==> src/scd_divider.sv <==
// Pipelined restoring divider, one quotient bit per stage.
module scd_divider #(
	parameter int NumBits = 16,
	parameter int QBits = 30,
	parameter int TagBits = 8
) (
	input  logic clk,
	input  logic arst_n,
	input  logic adv,
	input  logic vin,
	input  logic [NumBits-1:0] num,
	input  logic [NumBits-1:0] den,
	input  logic [TagBits-1:0] tag_in,
	output logic vout,
	output logic [QBits-1:0] quo,
	output logic [TagBits-1:0] tag_out
);
	// Past the first stage the partial remainder stays below den, given num <= den and den nonzero.
	logic [NumBits-1:0] rem_q [QBits+1];
	logic [NumBits-1:0] den_q [QBits+1];
	logic [QBits-1:0] quo_q [QBits+1];
	logic [TagBits-1:0] tag_q [QBits+1];
	logic vld_q [QBits+1];

	always_comb begin
		rem_q[0] = num;
		den_q[0] = den;
		quo_q[0] = '0;
		tag_q[0] = tag_in;
		vld_q[0] = vin;
	end

	// The first stage gives the integer bit, so the quotient is num * 2^(QBits-1) / den.
	for (genvar k = 0; k < QBits; k++) begin : g_st
		logic [NumBits:0] trial;
		logic [NumBits:0] dif;
		logic [NumBits-1:0] nrem;
		logic qb;
		always_comb begin
			trial = (k == 0) ? {1'b0, rem_q[k]} : {rem_q[k], 1'b0};
			dif = trial - {1'b0, den_q[k]};
			qb = !dif[NumBits];
			nrem = qb ? dif[NumBits-1:0] : trial[NumBits-1:0];
		end
		always_ff @(posedge clk or negedge arst_n) begin
			if (!arst_n) begin
				vld_q[k+1] <= 1'b0;
			end else if (adv) begin
				vld_q[k+1] <= vld_q[k];
			end
		end
		always_ff @(posedge clk) begin
			if (adv) begin
				rem_q[k+1] <= nrem;
				den_q[k+1] <= den_q[k];
				quo_q[k+1] <= {quo_q[k][QBits-2:0], qb};
				tag_q[k+1] <= tag_q[k];
			end
		end
	end

	assign vout = vld_q[QBits];
	assign quo = quo_q[QBits];
	assign tag_out = tag_q[QBits];
endmodule

==> config.mk <==
export PLATFORM = sky130hd
export DESIGN_NAME = scd_divider
export DESIGN_NICKNAME = d
export VERILOG_FILES = /design/src/scd_divider.sv
export SDC_FILE = /design/constraint.sdc
export NUM_CORES = 2
export LEC_CHECK = 0
export BUFFER_PORTS_ARGS = -buffer_cell sky130_fd_sc_hd__buf_2
export CAP_MARGIN = 10
export CORE_UTILIZATION = 25
export DETAILED_ROUTE_END_ITERATION = 8
export GPL_ROUTABILITY_DRIVEN = 1
export HOLD_SLACK_MARGIN = 0.02
export PLACE_DENSITY = 0.47
export SYNTH_ARGS = -nofsm -noshare
export SYNTH_HDL_FRONTEND = slang
export SYNTH_SLANG_ARGS = --single-unit
export TNS_END_PERCENT = 50
==> constraint.sdc <==
create_clock -name clk -period 6.1 [get_ports clk]
set_input_delay 0.305 -clock clk [delete_from_list [all_inputs] [get_ports clk]]
set_output_delay 0.305 -clock clk [all_outputs]
set_load 0.02 [all_outputs]
After elaboration in Yosys (flattened, before gate mapping)
Cells that the tools add are included.

Add/sub/neg operators: 30. $mul: 0. Div/mod/pow operators: 0. Magnitude comparators: 0. Equal/unequal tests: 0. Shift operators: 0. Multiplexer cells: 29. Bitwise logic cells: 0. Reduce and logical (&&, ||, !) cells: 30.

Operator list (number): subtractor 17 x 16 -> 17 bit (29); 2-to-1 mux 16 bit (29); zero test 1 bit (30); subtractor 16 x 16 -> 17 bit (1).

Register bits: 1663. Bits in latches: 0. Bits in writable memories: 0. Memory bits (read-only): 0. Input bits: 44. Output and inout bits: 39. Word-level logic and storage cells: 265. Memories kept: 0.

Logic depth before layout (Yosys ltp)
Word-level depth: 2. Depth in mapped cells: 13. Depth with buffers taken out: 11.

Worst setup path after synthesis
No wires, ideal clock.

Kind: register -> register. Start: reg den_q[224] (netlist bit). End: reg rem_q, in the netlist g_st[17].trial[10] (data pin). Setup time: 0.260 ns. Arrival: 3.169 ns. Path slack: 2.671 ns. Stages on the path, launching flop included: 12. Buffers on the path: 1. Cells stage by stage: edfxtp_1 > inv_1 > fa_1 > a211oi_1 > o21ai_0 > a31oi_1 > nor3_1 > a221oi_1 > o21ai_0 > xor2_1 > buf_2 > mux2_2.

Longest elaborated chain between the ends: 2.

Ends and longest elaborated chain: from (decl) (RTL line 20) `logic [NumBits-1:0] den_q [QBits+1];`; from (signal, indexed assignment) (RTL line 55) `den_q[k+1] <= den_q[k];`; subtractor 17 x 16 -> 17 bit (RTL line 41) `dif = trial - {1'b0, den_q[k]};`; 2-to-1 mux 16 bit (RTL line 43) `nrem = qb ? dif[NumBits-1:0] : trial[NumBits-1:0];`; net g_st[16].nrem[9] (RTL line 37) `logic [NumBits-1:0] nrem;`; to (signal, indexed assignment) (RTL line 54) `rem_q[k+1] <= nrem;`; to (decl) (RTL line 19) `logic [NumBits-1:0] rem_q [QBits+1];`.

The timed path passes the listed nets, and every way through them passes these cells. A chain may end at the register's enable or synchronous reset.

Final worst setup path
Start: reg den_q[96] (netlist bit). End: reg rem_q, in the netlist g_st[25].trial[6] (data pin).

Longest elaborated chain between the ends: 2.

Ends and longest elaborated chain (RTL line): subtractor 17 x 16 -> 17 bit (41); 2-to-1 mux 16 bit (43); net g_st[24].nrem[5] (37).

The timed path passes the listed nets, and every way through them passes these cells.

==> reports/qor.txt <==
final cycle utilization of the critical path = 64.5%
Hold/Removal Path Class = in -> reg
reg2reg end = g_st[25].trial[6]$_DFFE_PP_
Yosys reg bits = 1663
cell taking the most area after synthesis = edfxtp_1
CTS tree = yes
largest net degree at the start of global routing = 148
WP data arrival = 4.54 ns
routability cong. = 0.819
Async SR Flop Fraction = 1.80%
slew margin rel. = 18.2%
Final Hold Viols = 0
Mapped Cells = 5710
Synth top area share = 62.9%
area of the mapped netlist = 77900 um2
final slew viol count = 0
Pre-Repair DR Iteration Count = 5
Lkg Pwr = 0.0347 uW
die area = 314000 um2
clock latency on the worst-skew pair = 0.86 ns
Tmin final = 3.94 ns
Layout area overhead = 16.5%
Ys Warns = 0
# rows = 204
Netlist cell types = 85
Worst Reg-to-Reg Cells = 10
met2 wire len = 70100 um
clock slew seen by the registers of the worst setup and hold paths = 0.06 ns
ys flop type = edfxtp_1
Crit. Startpoint = den_q[96]$_DFFE_PP_
reg-to-reg slack, setup = 2.16 ns
total wire length = 147000 um
EDFF count, synth = 1633
ranking of synthesized cells by area = edfxtp_1 63%, ha_1 7.2%, mux2_2 4.0%, inv_1 2.7%, o21ai_0 2.4%
WL per Instance = 14.4 um
status = completed
core area = 309000 um2
dpl hpwl = 101000 um
H-tree depth = 4
initial core utilization = 25.2%
Fin Clk Skew = 0.0537 ns
setup tns final = 0 ns
maxcap violations = 0
Fin Hold WS = 0.213 ns
DRC Markers = 0
maximum clock frequency = 254 MHz
M1 wire length = 67200 um
ANT nets after route = 0
pwr dens = 527 nW/um2
most common cell after layout, fill and taps aside = edfxtp_1
met3 WL = 5080 um
Avg Inst Size Synth = 13.6 um2
Die H = 560 um
final setup fails = 0
GRT Total Usage = 9.15%
Final nets = 6501
Max VDD drop = 0.232 mV
crit path to = g_st[25].trial[6]$_DFFE_PP_
Syn Nets = 6234
Vias = 43700
IO Pins = 83
postcts setup bufs = 0
Overflow after GRT = 0
Core Util, Final = 29.4%
DR top layer = met4
Setup CP Type = reg -> reg
drt initial violations = 2301
unrepaired setup endpoints after global routing = no
Die Width = 560 um
Vias/cell = 4.26
Worst-Margin Slew = 1.22 ns
WP data required = 6.70 ns
first-pass GRT wire length = 238000 um
RR Startpoint = den_q[96]$_DFFE_PP_
CTS Sinks = 1663
layout cell share with drive strength beyond 1 = 12.4%
CP max FO = 17
PostCTS Resize Cnt = 0
Seq/Total Area, Yosys = 63.9%
cts bufs inserted = 204
commonest non-fill, non-tap cells in the layout = 1633 x edfxtp_1, 564 x inv_1, 451 x ha_1
Max clock buf depth = 4
Worst Setup End Kind = register
initial antenna violation count = 3
PortBufs = 82
Clk Tree Root Cell = clkbuf_16
CP Launch Type = register
vias in the first global route = 44800
==> cells by family (layout without fill, tap and decap cells) <==
kind of cell / after synthesis / count (layout) / synth area share (%)
flip-flops: 1663 / 1663 / 63.9
AO/OA/AOI/OAI: 1317 / 1317 / 10.7
adder cells (fa/ha/maj): 480 / 480 / 7.99
XOR/XNOR: 353 / 353 / 3.99
buffers and inverters: 675 / 1108 / 3.49
AND/OR/NAND/NOR: 918 / 918 / 5.49
other: 0 / 2 / 0
multiplexers: 304 / 304 / 4.41
==> sequential cells by signal, indices dropped and copies added (netlist names) <==
| signal | cells |
|---|---|
| den_q | 464 |
| g_st.trial | 464 |
| quo_q | 435 |
| quo | 30 |
| vout | 1 |
| tag_out | 8 |
| tag_q | 232 |
| vld_q | 29 |
==> critical path, cell delays in order, from the launching register on <==
cell and delay, ns:
edfxtp_1 0.37, inv_1 0.09, fa_1 0.46, a21o_1 0.21, nor2b_1 0.14, o31ai_1 0.43, o31ai_1 0.23, o41ai_4 0.36
nor3_1 0.14, a311oi_4 0.84, mux2_2 0.43
==> area by class of cell <==
cell class	instances	area (um2)
Multi-Input combinational cell	3372	25500
Inverter	564	2120
Sequential cell	1663	49800
Timing Repair Buffer	172	1370
Antenna cell	2	5.00
Fill cell	31000	219000
Tap cell	4120	5150
Clock buffer	239	5370
Clock inverter	133	1500
==> what timing repair did <==
action / in CTS / in global routing
endpoints found under the hold margin: 72 / 0
endpoints found under the setup margin: 0 / 0
hold buffers: 45 / 0
==> metal layers <==
metal / track usage (%) / vias to the layer above
li1: - / 21700
met1: 11.4 / 21000
met2: 15.7 / 628
met3: 1.62 / 316
met4: 3.50 / 0
met5: 0 / -
==> cell usage after synthesis, types with 69 or more instances <==
| master | n |
|---|---|
| mux2_2 | 280 |
| nand2_1 | 292 |
| ha_1 | 451 |
| inv_1 | 564 |
| a211oi_1 | 69 |
| xnor2_1 | 202 |
| edfxtp_1 | 1633 |
| o21ai_0 | 366 |
| xor2_1 | 149 |
| nor2b_1 | 69 |
| nor2_1 | 269 |
| a21oi_1 | 331 |
| nand2b_1 | 74 |
| a21o_1 | 166 |
| nor3_1 | 69 |
==> worst min path at each step <==
stage	start	endpoint	cells after the start	slack (ns)
2_1_floorplan	arst_n	vld_q[10]$_DFFE_PN0P_	0	0.009
3_3_place_gp	arst_n	vout$_DFFE_PN0P_	1	0.36
3_5_place_dp	arst_n	vout$_DFFE_PN0P_	1	0.38
4_1_cts	den[5]	den_q[469]$_DFFE_PP_	2	0.12
5_1_grt	den[7]	den_q[471]$_DFFE_PP_	2	0.16
6_report	tag_in[2]	tag_q[234]$_DFFE_PP_	2	0.21
==> metrics by stage <==
step	setup slack [ns]	cell area, um2	instances	power (uW)
6_report	2.16	90800	10300	47900
5_1_grt	1.86	90800	10300	51200
4_1_cts	2.08	90800	10300	48600
3_5_place_dp	2.09	83500	9846	35800
3_3_place_gp	2.15	83500	9846	35500
2_1_floorplan	2.67	77900	5710	31400
==> power by group <==
| part | internal (uW) | switching (uW) | leakage [uW] | total (uW) |
|---|---|---|---|---|
| clock | 7510 | 4820 | 0.00333 | 12300 |
| sequential | 16300 | 1420 | 0.0164 | 17800 |
| combinational | 8340 | 9440 | 0.0150 | 17800 |
No activity file was read; power rests on OpenSTA's default activity.
